## src/hdl/cswq_pkg.sv

```systemverilog
// package for the counting semaphore with wait queue
// holds request and result types, status codes and default sizes
// no dependencies

package cswq_pkg;

	// default sizes handed to the top level parameters
	localparam int WAIT_DEPTH_DEF  = 16;
	localparam int COUNT_WIDTH_DEF = 16;

	// fixed field widths
	localparam int TASK_W    = 4;
	localparam int CFG_W     = 16;
	localparam int COUNT_OUT_W = 16;
	localparam int WAITERS_W = 5;

	// request command codes
	typedef enum logic {
		CMD_DOWN = 1'b0,
		CMD_UP   = 1'b1
	} cmd_t;

	// result status codes
	typedef enum logic [2:0] {
		ST_GRANTED  = 3'd0,
		ST_BLOCKED  = 3'd1,
		ST_RELEASED = 3'd2,
		ST_WOKE     = 3'd3,
		ST_FULL     = 3'd4
	} status_t;

	// one request transaction
	typedef struct packed {
		cmd_t              command;
		logic [TASK_W-1:0] task_id;
	} req_t;

	// one result transaction
	typedef struct packed {
		status_t                status;
		logic [TASK_W-1:0]      woken_task;
		logic [COUNT_OUT_W-1:0] count_value;
		logic [WAITERS_W-1:0]   waiters;
	} rsp_t;

	// queue operation requested by the control logic
	typedef struct packed {
		logic push;
		logic pop;
	} q_op_t;

	// queue status seen by the control logic
	typedef struct packed {
		logic empty;
		logic full;
	} q_stat_t;

endpackage

```

## src/hdl/cswq_queue.sv

```systemverilog
// fifo of waiting task numbers for the counting semaphore
// memory with registered read, head/tail pointers and occupancy
// depends on cswq_pkg

module cswq_queue #(
	parameter int WAIT_DEPTH = cswq_pkg::WAIT_DEPTH_DEF,
	parameter int PTR_W      = (WAIT_DEPTH > 1) ? $clog2(WAIT_DEPTH) : 1,
	parameter int OCC_W      = $clog2(WAIT_DEPTH + 1)
) (
	input  logic                        clk,
	input  logic                        arst_n,
	input  cswq_pkg::q_op_t             op,
	input  logic [cswq_pkg::TASK_W-1:0] push_task,
	output cswq_pkg::q_stat_t           stat,
	output logic [OCC_W-1:0]            occupancy,
	output logic [cswq_pkg::TASK_W-1:0] pop_task
);

	localparam logic [PTR_W-1:0] PTR_LAST = PTR_W'(WAIT_DEPTH - 1);
	localparam logic [OCC_W-1:0] OCC_FULL = OCC_W'(WAIT_DEPTH);

	logic [cswq_pkg::TASK_W-1:0] mem [WAIT_DEPTH];
	logic [PTR_W-1:0]            head_q;
	logic [PTR_W-1:0]            tail_q;
	logic [OCC_W-1:0]            occ_q;
	logic [cswq_pkg::TASK_W-1:0] pop_task_q;

	// status flags
	assign stat.empty = (occ_q == '0);
	assign stat.full  = (occ_q == OCC_FULL);
	assign occupancy  = occ_q;
	assign pop_task   = pop_task_q;

	// storage: write at tail on push, read at head every cycle
	always_ff @(posedge clk) begin
		if (op.push) begin
			mem[tail_q] <= push_task;
		end
		pop_task_q <= mem[head_q];
	end

	// pointers and occupancy, wrapping at the last entry
	always_ff @(posedge clk or negedge arst_n) begin
		if (!arst_n) begin
			head_q <= '0;
			tail_q <= '0;
			occ_q  <= '0;
		end else begin
			if (op.push) begin
				tail_q <= (tail_q == PTR_LAST) ? '0 : tail_q + 1'b1;
			end
			if (op.pop) begin
				head_q <= (head_q == PTR_LAST) ? '0 : head_q + 1'b1;
			end
			if (op.push && !op.pop) begin
				occ_q <= occ_q + 1'b1;
			end else if (op.pop && !op.push) begin
				occ_q <= occ_q - 1'b1;
			end
		end
	end

endmodule

```

## src/hdl/counting_semaphore_wait_queue.sv

```systemverilog
// Counting semaphore with a FIFO of waiting task numbers. A request is
// accepted on any cycle with start high and busy low; busy never rises,
// so a request may be issued every cycle. Each request gives exactly one
// result, strobed by result_valid for one cycle, in the cycle after the
// request: the count and queue pointers are updated in that accept cycle
// and the woken task number comes from the registered read of the
// wait queue memory at the head pointer. The receiver cannot
// stall results and must take each one on its strobe. A write on the
// configuration channel (always ready) reloads the count and leaves the
// queue untouched; write it only while no request is in flight.
// depends on cswq_pkg and cswq_queue

module counting_semaphore_wait_queue #(
	parameter int WAIT_DEPTH  = cswq_pkg::WAIT_DEPTH_DEF,
	parameter int COUNT_WIDTH = cswq_pkg::COUNT_WIDTH_DEF
) (
	input  logic                       clk,
	input  logic                       arst_n,
	input  logic                       start,
	output logic                       busy,
	input  cswq_pkg::req_t             request,
	input  logic                       cfg_valid,
	output logic                       cfg_ready,
	input  logic [cswq_pkg::CFG_W-1:0] cfg_data,
	output logic                       result_valid,
	output cswq_pkg::rsp_t             result
);

	localparam int PTR_W = (WAIT_DEPTH > 1) ? $clog2(WAIT_DEPTH) : 1;
	localparam int OCC_W = $clog2(WAIT_DEPTH + 1);
	localparam logic [COUNT_WIDTH-1:0] COUNT_MAX = '1;

	logic                        accept;
	logic                        cfg_write;
	logic [COUNT_WIDTH-1:0]      count_q;
	logic [COUNT_WIDTH-1:0]      count_next;
	cswq_pkg::status_t           status_next;
	cswq_pkg::status_t           status_q;
	logic                        result_valid_q;
	cswq_pkg::q_op_t             q_op;
	cswq_pkg::q_stat_t           q_stat;
	logic [OCC_W-1:0]            occupancy;
	logic [cswq_pkg::TASK_W-1:0] pop_task;
	logic [31:0]                 cfg_wide;
	logic [31:0]                 count_wide;
	logic [31:0]                 occ_wide;

	assign busy      = 1'b0;
	assign cfg_ready = 1'b1;
	assign accept    = start && !busy;
	assign cfg_write = cfg_valid && cfg_ready;

	// wait queue
	cswq_queue #(
		.WAIT_DEPTH (WAIT_DEPTH),
		.PTR_W      (PTR_W),
		.OCC_W      (OCC_W)
	) u_queue (
		.clk       (clk),
		.arst_n    (arst_n),
		.op        (q_op),
		.push_task (request.task_id),
		.stat      (q_stat),
		.occupancy (occupancy),
		.pop_task  (pop_task)
	);

	// request decision: count update, queue operation and status
	always_comb begin
		count_next  = count_q;
		q_op        = '0;
		status_next = cswq_pkg::ST_GRANTED;
		case (request.command)
			cswq_pkg::CMD_DOWN: begin
				if (count_q != '0) begin
					count_next  = count_q - 1'b1;
					status_next = cswq_pkg::ST_GRANTED;
				end else if (!q_stat.full) begin
					q_op.push   = accept;
					status_next = cswq_pkg::ST_BLOCKED;
				end else begin
					status_next = cswq_pkg::ST_FULL;
				end
			end
			cswq_pkg::CMD_UP: begin
				if (count_q != COUNT_MAX) begin
					count_next = count_q + 1'b1;
				end
				if (!q_stat.empty) begin
					q_op.pop    = accept;
					status_next = cswq_pkg::ST_WOKE;
				end else begin
					status_next = cswq_pkg::ST_RELEASED;
				end
			end
			default: begin
				status_next = cswq_pkg::ST_GRANTED;
			end
		endcase
	end

	// count register, reloaded from the configuration channel
	assign cfg_wide = 32'(cfg_data);

	always_ff @(posedge clk or negedge arst_n) begin
		if (!arst_n) begin
			count_q <= '0;
		end else if (accept) begin
			count_q <= count_next;
		end else if (cfg_write) begin
			count_q <= cfg_wide[COUNT_WIDTH-1:0];
		end
	end

	// result strobe and status
	always_ff @(posedge clk or negedge arst_n) begin
		if (!arst_n) begin
			result_valid_q <= 1'b0;
			status_q       <= cswq_pkg::ST_GRANTED;
		end else begin
			result_valid_q <= accept;
			if (accept) begin
				status_q <= status_next;
			end
		end
	end

	// result assembly from the post-request state
	assign count_wide = 32'(count_q);
	assign occ_wide   = 32'(occupancy);

	assign result_valid       = result_valid_q;
	assign result.status      = status_q;
	assign result.woken_task  = (status_q == cswq_pkg::ST_WOKE) ? pop_task : '0;
	assign result.count_value = count_wide[cswq_pkg::COUNT_OUT_W-1:0];
	assign result.waiters     = occ_wide[cswq_pkg::WAITERS_W-1:0];

	// every accepted request gives a result in the next cycle
	assert property (@(posedge clk) disable iff (!arst_n)
		accept |=> result_valid)
		else $error("accepted request without result strobe");

	// a woken waiter takes one entry off the queue
	assert property (@(posedge clk) disable iff (!arst_n)
		accept && q_op.pop |=> occupancy == $past(occupancy) - 1'b1)
		else $error("wake did not shrink the queue");

	// a rejected down only happens with zero count and a full queue
	assert property (@(posedge clk) disable iff (!arst_n)
		result_valid && result.status == cswq_pkg::ST_FULL |->
		count_q == '0 && q_stat.full)
		else $error("full rejection with count or room left");

	// blocked down never changes the count
	assert property (@(posedge clk) disable iff (!arst_n)
		accept && q_op.push |=> count_q == '0)
		else $error("blocked request changed the count");

endmodule

```

## config.mk

```make
export PLATFORM = sky130hd
export DESIGN_NAME = counting_semaphore_wait_queue
export DESIGN_NICKNAME = d
export VERILOG_FILES = /design/src/hdl/cswq_pkg.sv /design/src/hdl/cswq_queue.sv /design/src/hdl/counting_semaphore_wait_queue.sv
export SDC_FILE = /design/constraint.sdc
export NUM_CORES = 1
export LEC_CHECK = 0
export BUFFER_PORTS_ARGS = -buffer_cell sky130_fd_sc_hd__clkbuf_2
export CAP_MARGIN = 40
export CELL_PAD_IN_SITES_DETAIL_PLACEMENT = 0
export CELL_PAD_IN_SITES_GLOBAL_PLACEMENT = 2
export CORE_MARGIN = 2
export CORE_UTILIZATION = 43
export CTS_CLUSTER_SIZE = 8
export DETAILED_ROUTE_END_ITERATION = 10
export GPL_ROUTABILITY_DRIVEN = 0
export GPL_TIMING_DRIVEN = 1
export PLACE_DENSITY_LB_ADDON = 0.1
export SKIP_LAST_GASP = 1
export SLEW_MARGIN = 20
export SYNTH_ARGS = -nofsm -noshare
export SYNTH_HDL_FRONTEND = slang
export SYNTH_SLANG_ARGS = --single-unit
```

## constraint.sdc

```tcl
create_clock -name clk -period 4.6 [get_ports clk]
set_input_delay 0.23 -clock clk [delete_from_list [all_inputs] [get_ports clk]]
set_output_delay 0.23 -clock clk [all_outputs]
set_load 0.03 [all_outputs]
```

**After elaboration in Yosys (flattened, before gate mapping)**

Memories as Yosys holds them, arrays and structs flattened. A register that Yosys moved wholly into a read port is not among the register bits.
Cells that the tools add are included.

- Bits in registers: 33
- Memories: 1
- Logic and storage cells: 51
- Bits of input ports: 25
- Bits in writable memories: 64
- Output and inout bits: 31

Memory list:

| memory | depth | bits a word | read ports | clocked after memory_dff | wr ports | line | RTL |
|---|---|---|---|---|---|---|---|
| u_queue.mem | 16 | 4 | 1 | 1 | 1 | cswq_queue.sv:22 | `logic [cswq_pkg::TASK_W-1:0] mem [WAIT_DEPTH];` |

- Muxes and demuxes: 21
- Equal/unequal tests: 7
- Reductions and logical operators: 9
- Bitwise logic cells: 1
- Add/subtract/negate cells: 6

Operator list:

| kind | number |
|---|---|
| 2-to-1 mux 16 bit | 4 |
| one-hot mux 16 bit (2 select lines) | 1 |
| adder 16 x 1 -> 16 bit (second input constant) | 1 |
| != test 16 bit (second input constant) | 1 |
| nonzero test 16 bit | 1 |
| subtractor 16 x 1 -> 16 bit (second input constant) | 1 |
| 2-to-1 mux 4 bit | 3 |
| 2-to-1 mux 5 bit | 2 |
| adder 4 x 1 -> 4 bit (second input constant) | 2 |
| equality test 4 bit (second input constant) | 2 |
| 2-to-1 mux 1 bit | 8 |
| 2-to-1 mux 3 bit | 2 |
| one-hot mux 3 bit (2 select lines) | 1 |
| adder 5 x 1 -> 5 bit (second input constant) | 1 |
| equality test 5 bit (second input constant) | 1 |
| logical NOT 5 bit | 1 |
| subtractor 5 x 1 -> 5 bit (second input constant) | 1 |
| nonzero test 2 bit | 2 |
| equality test 3 x 2 -> 1 bit (second input constant) | 1 |
| != test 3 x 2 -> 1 bit (second input constant) | 1 |
| != test 3 bit (second input constant) | 1 |
| AND reduction 3 bit | 1 |
| logical AND 1 bit | 2 |
| logical NOT 1 bit | 2 |
| inverter 1 bit | 1 |

**Depth between registers and ports, before layout**

- Word-level depth: 8
- Mapped depth: 13
- Depth with buffers taken out: 12

**By module**

A second synthesis with hierarchy kept.

- Cell total of the unflattened synthesis: 432
- Area total of the unflattened synthesis: 5,236.3 um^2

By module, submodules not included:

| module | cells an instance | area each (um^2) | instances | sequential area each (um^2) |
|---|---|---|---|---|
| cswq_queue | 207 | 3,388.2 | 1 | 2,327.2 |
| counting_semaphore_wait_queue | 225 | 1,848.0 | 1 | 500.5 |

**Worst setup path after synthesis**

Ideal clock, no wire load.

- Kind: register to register
- Start point: register count_q[12]
- End point: register u_queue.occ_q[4], in the netlist u_queue.occupancy[4]
- Period minus slack after synthesis: 2,847 ps
- Path slack: 1,753 ps
- Buffers on the path: 0
- Arrival time: 2,708 ps
- Library setup time: 138 ps
- Data required time: 4,462 ps
- Stages on the path, launching flop included: 12
- Cell sequence: dfrtp_1 > or4_4 > nor2_4 > nand4b_2 > nor2_1 > a21oi_1 > ha_1 > or3_1 > a21oi_1 > mux2i_1 > o21ai_0 > o31ai_1

- Word-level cells in the longest chain between the ends: 6
- Elaborated cells between the ends (all ways): 8
- Classes of those cells: 3 x mux; 5 x reduce/logical

RTL lines:

| what | line | RTL |
|---|---|---|
| from (decl) | counting_semaphore_wait_queue.sv:35 | `logic [COUNT_WIDTH-1:0] count_q;` |
| from (signal assigned) | counting_semaphore_wait_queue.sv:109 | `count_q <= count_next;` |
| from (signal assigned) | counting_semaphore_wait_queue.sv:111 | `count_q <= cfg_wide[COUNT_WIDTH-1:0];` |
| nonzero test 16 bit * | counting_semaphore_wait_queue.sv:75 | `if (count_q != '0) begin` |
| 2-to-1 mux 1 bit * | counting_semaphore_wait_queue.sv:75 |  |
| 2-to-1 mux 1 bit * | counting_semaphore_wait_queue.sv:73 | `case (request.command)` |
| logical NOT 1 bit | cswq_queue.sv:57 | `end else if (op.pop && !op.push) begin` |
| logical AND 1 bit | cswq_queue.sv:57 |  |
| nonzero test 2 bit (no line) | -- |  |
| to (signal assigned) | cswq_queue.sv:56 | `occ_q <= occ_q + 1'b1;` |
| to (signal assigned) | cswq_queue.sv:58 | `occ_q <= occ_q - 1'b1;` |
| to (decl) | cswq_queue.sv:25 | `logic [OCC_W-1:0] occ_q;` |

Mark *: on every way between the ends. The rest lies on a longest branch, timed or not.
A chain may end at the register's enable or synchronous reset.

**Worst setup path in the final report**

Ends and elaborated chain as after synthesis.

==> metrics.md <==
| Metric | Value |
|---|---|
| Number of global-route vias before repair | ~3500 |
| IR Drop Worst-Case VDD | between 0.2 and 0.3 mV |
| Largest area contributor in the synthesized netlist | sky130_fd_sc_hd__edfxtp_1 |
| Number of standard cells in the layout, taps in and fillers out | about 640 |
| Global-route total usage across every layer | 0.197 |
| Critical path capture point type | register |
| Worst path max stage delay | about 0.56 ns |
| WP data arrival | between 3 and 4 ns |
| Total number of yosys warnings | 0 |
| Clock skew after layout | 0.00982 ns |
| Async set-or-reset flop fraction in the synthesized netlist | 0.327 |
| Cell with the biggest individual delay on the critical path | sky130_fd_sc_hd__or4_4 |
| Maximum fanout along the worst path | 9 |
| Slew at the pin closest to its max-slew limit | 0.719 ns |
| Pre-antenna DRT Iters | 4 |
| Leak pwr | 0.00240 uW |
| Fraction of layout instances using a drive strength above 1 | 0.188 |
| Source of the critical timing path | count_q[12] |
| Post-detailed-route DRC marker count | 0 |
| Final count of pins violating max slew | 0 |
| Max-cap check violation count | 0 |
| Number of buffers inserted by port buffering | 53 |
| Kind of path behind the tightest hold check | in -> reg |
| Detail-routed via count per cell | about 5.7 |
| Wire length per cell after detailed routing | ~19 um |
| Post-synth top flop | sky130_fd_sc_hd__edfxtp_1 |
| Number of cells traversed by the worst register-to-register path | 11 |
| Aggregate routed wire length | around 12000 um |
| First-pass GRT wire length | around 19000 um |
| TritonCTS sink count | 101 |
| Number of synthesized register bits | between 100 and 150 |
| Capturing point of the worst reg2reg path | u_queue.occupancy[4] |
| Ordered list of cells on the worst path | or4_4 -> nor2_4 -> nand4b_2 -> nor2_1 -> a21oi_1 -> ha_1 -> or3_1 -> a21oi_1 -> mux2i_1 -> o21ai_0 -> o31ai_1 |
| Number of nets in the final layout | roughly 540 |
| Pin count of the biggest net entering global routing | 32 |
| Netlist Area Pre-Place | ~0.0052 sq mm |
| Remaining global-route overflow | 0 |
| Leading cell type by number of instances after synthesis | sky130_fd_sc_hd__edfxtp_1 |
| Fill cells | approximately 1100 |
| Setup crit end | u_queue.occupancy[4] |
| Horizontal extent of the die | around 110 um |
| Final setup viols | 0 |
| Layout-stage area growth over the synthesis result | 13.4% |
| Buffer levels on the longest clock path | 2 |
| Starting density of the core | 0.438 |
| Fraction of the cycle the final worst path needs | 0.663 |
| Reg-to-reg setup timing slack | between 1.5 and 2 ns |
| Startpoint of the lowest-slack register-to-register path | count_q[12] |
| Setup TNS | 0 ns |
| Synth Net Count | 494 |
| Diode count | 0 |
| Cell Pwr Density | 573 mW/mm^2 |
| Sequential cell area fraction in the yosys report | 0.542 |
| Clock tree root buffer cell | sky130_fd_sc_hd__clkbuf_16 |
| Unique masters post-synth | 59 |
| Clock Pin Slew Worst Setup and Hold Paths | ~0.07 ns |
| TritonCTS clock tree | done |
| Total via count in the routed design | 3660 |
| Peak clock frequency supported by timing | 328 MHz |
| Number of levels in the clock H-tree | 3 |
| Final Hold Slack | 0.158 ns |
| HPWL after DPL | roughly 8700 um |
| Number of CTS-inserted buffers | 9 |
| EDFF count, synth | 64 |
| Std-Cell Core Area | 0.0119 sq mm |
| Unrepaired setup endpoints after global routing | false |
| Most numerous cell types in the synthesized netlist | 64 x sky130_fd_sc_hd__edfxtp_1, 41 x sky130_fd_sc_hd__nand2_1, 33 x sky130_fd_sc_hd__dfrtp_1 |
| Number of antenna violations at the first check in global routing | 0 |
| Placed Cells incl. Taps | about 630 |
| Final critical delay including setup and external delays | ~3 ns |
| Crit-path most repeated cell | sky130_fd_sc_hd__a21oi_1 |
| Instance count of the mapped netlist | about 450 |
| # IOs | 56 |
| Number of buffers inserted to repair setup after CTS | 0 |
| Die Area | between 0.01 and 0.015 sq mm |
| Synth area leaders | sky130_fd_sc_hd__edfxtp_1 37%, sky130_fd_sc_hd__dfrtp_1 16%, sky130_fd_sc_hd__ha_1 5.0% |
| WS Path Type | reg -> reg |
| ANT nets after route | 0 |
| Hold Violations, Final | 0 |
| Result of the run | finished clean |
| Core Rows | 40 |
| Critical Path Start Type | register |
| Fraction of post-synthesis cell area in the top cell type by area | 0.368 |
| Worst skew pair latency | around 0.36 ns |
| Hold Path Origin | cfg_data[5] |
| Required time of the critical path | ~4.8 ns |
| Average footprint of a synthesized cell | 11.7 sq um |
| Die span in y | 114 um |
| Worst slew slack as a fraction of its limit | 0.521 |
| Count of routing violations after the opening detailed-route iteration | about 220 |
## cell usage in the layout (no fill, tap or decap), drive strengths merged, types with 3 or more instances in the layout
cell	Yosys	final
nor3	10	10
a21oi	31	31
clkbuf	13	63
o211ai	5	5
nand3	10	10
o31ai	3	3
o21ai	32	32
buf	11	3
a22oi	5	5
and3	8	8
nand2	42	42
a21o	8	8
nand4	7	7
and2	17	17
or3	3	3
xnor2	8	8
ha	21	21
nor2	18	18
xor2	6	6
mux4	8	8
nor4	4	4
dfrtp	33	33
a221oi	4	4
edfxtp	64	64
mux2	7	7
mux2i	24	24
inv	9	13
a31oi	6	6
dfxtp	4	4
## report_power, final
part           internal (uW)  total (uW)  switching (uW)
sequential              1080        1270             194
clock                    447         807             360
combinational            532        1310             775
## metrics by stage
step,area [sq um],setup slack (ns),utilization,power (uW)
after floorplan,5220,1.75,-,2240
after global placement,5560,1.68,0.467,2600
after detailed placement,5580,1.60,0.468,2600
after CTS,5900,1.57,0.495,3410
after global routing,5920,1.32,0.497,3610
final,5920,1.55,0.497,3390
## logic make-up (layout without fill, tap and decap cells)
kind of cell,after synthesis,after routing,share of synthesized area
flops,101,101,0.542
xor+xnor,14,14,0.0235
simple gates,129,129,0.129
buf+inv,33,82,0.0283
mux,39,39,0.0964
other cells,2,2,0.00144
fa+ha+maj,22,22,0.0542
compound gates,107,107,0.125
## registers in the layout (all words and copies together), names as in the netlist
name               count
result_valid           1
u_queue.pop_task       4
count_q               16
u_queue.mem           64
status_q               3
u_queue.tail_q         4
u_queue.occupancy      5
u_queue.head_q         4
## repair_timing
item / CTS / global route
hold buffers: 1 / 0
endpoints found under the hold margin: 11 / 0
gates resized for setup: 0 / 0
## metal layers
| metal | wire, um | up-vias | part of all wire | global-route usage |
|---|---|---|---|---|
| li1 | - | 1779 | - | - |
| met1 | 6070 | 1797 | 0.50 | 0.289 |
| met2 | 5370 | 73 | 0.44 | 0.290 |
| met3 | 521 | 11 | 0.043 | 0.0455 |
| met4 | 136 | 0 | 0.011 | 0.0602 |
| met5 | 0 | - | 0 | 0 |
## worst min path at each step
stage                                    to  slack, ns  cells after the start
final                            count_q[5]       0.16                      3
after global routing            count_q[13]       0.19                      3
after CTS                        count_q[5]       0.15                      3
after detailed placement  u_queue.head_q[3]       0.16                      1
after global placement    u_queue.head_q[3]       0.41                      1
after floorplan                  count_q[0]      -0.07                      0
## worst max-delay path, delay by kind of cell (launching register included)
family / cells / cell delay (ns)
flip-flops: 1 / 0.43
AND/OR/NAND/NOR: 5 / 1.52
AO/OA/AOI/OAI: 4 / 0.59
adder cells (fa/ha/maj): 1 / 0.24
multiplexers: 1 / 0.12
## cell type report
class	count	area [sq um]	share of cell area
clock buffers	10	239	0.0404
clock inverters	6	73.8	0.0125
inverters	9	33.8	0.00571
multi-input cells	313	2240	0.379
flip-flops and latches	101	2830	0.478
well taps	147	184	0.0311
repair buffers	57	318	0.0537
No activity file was read; power rests on OpenSTA's default activity.
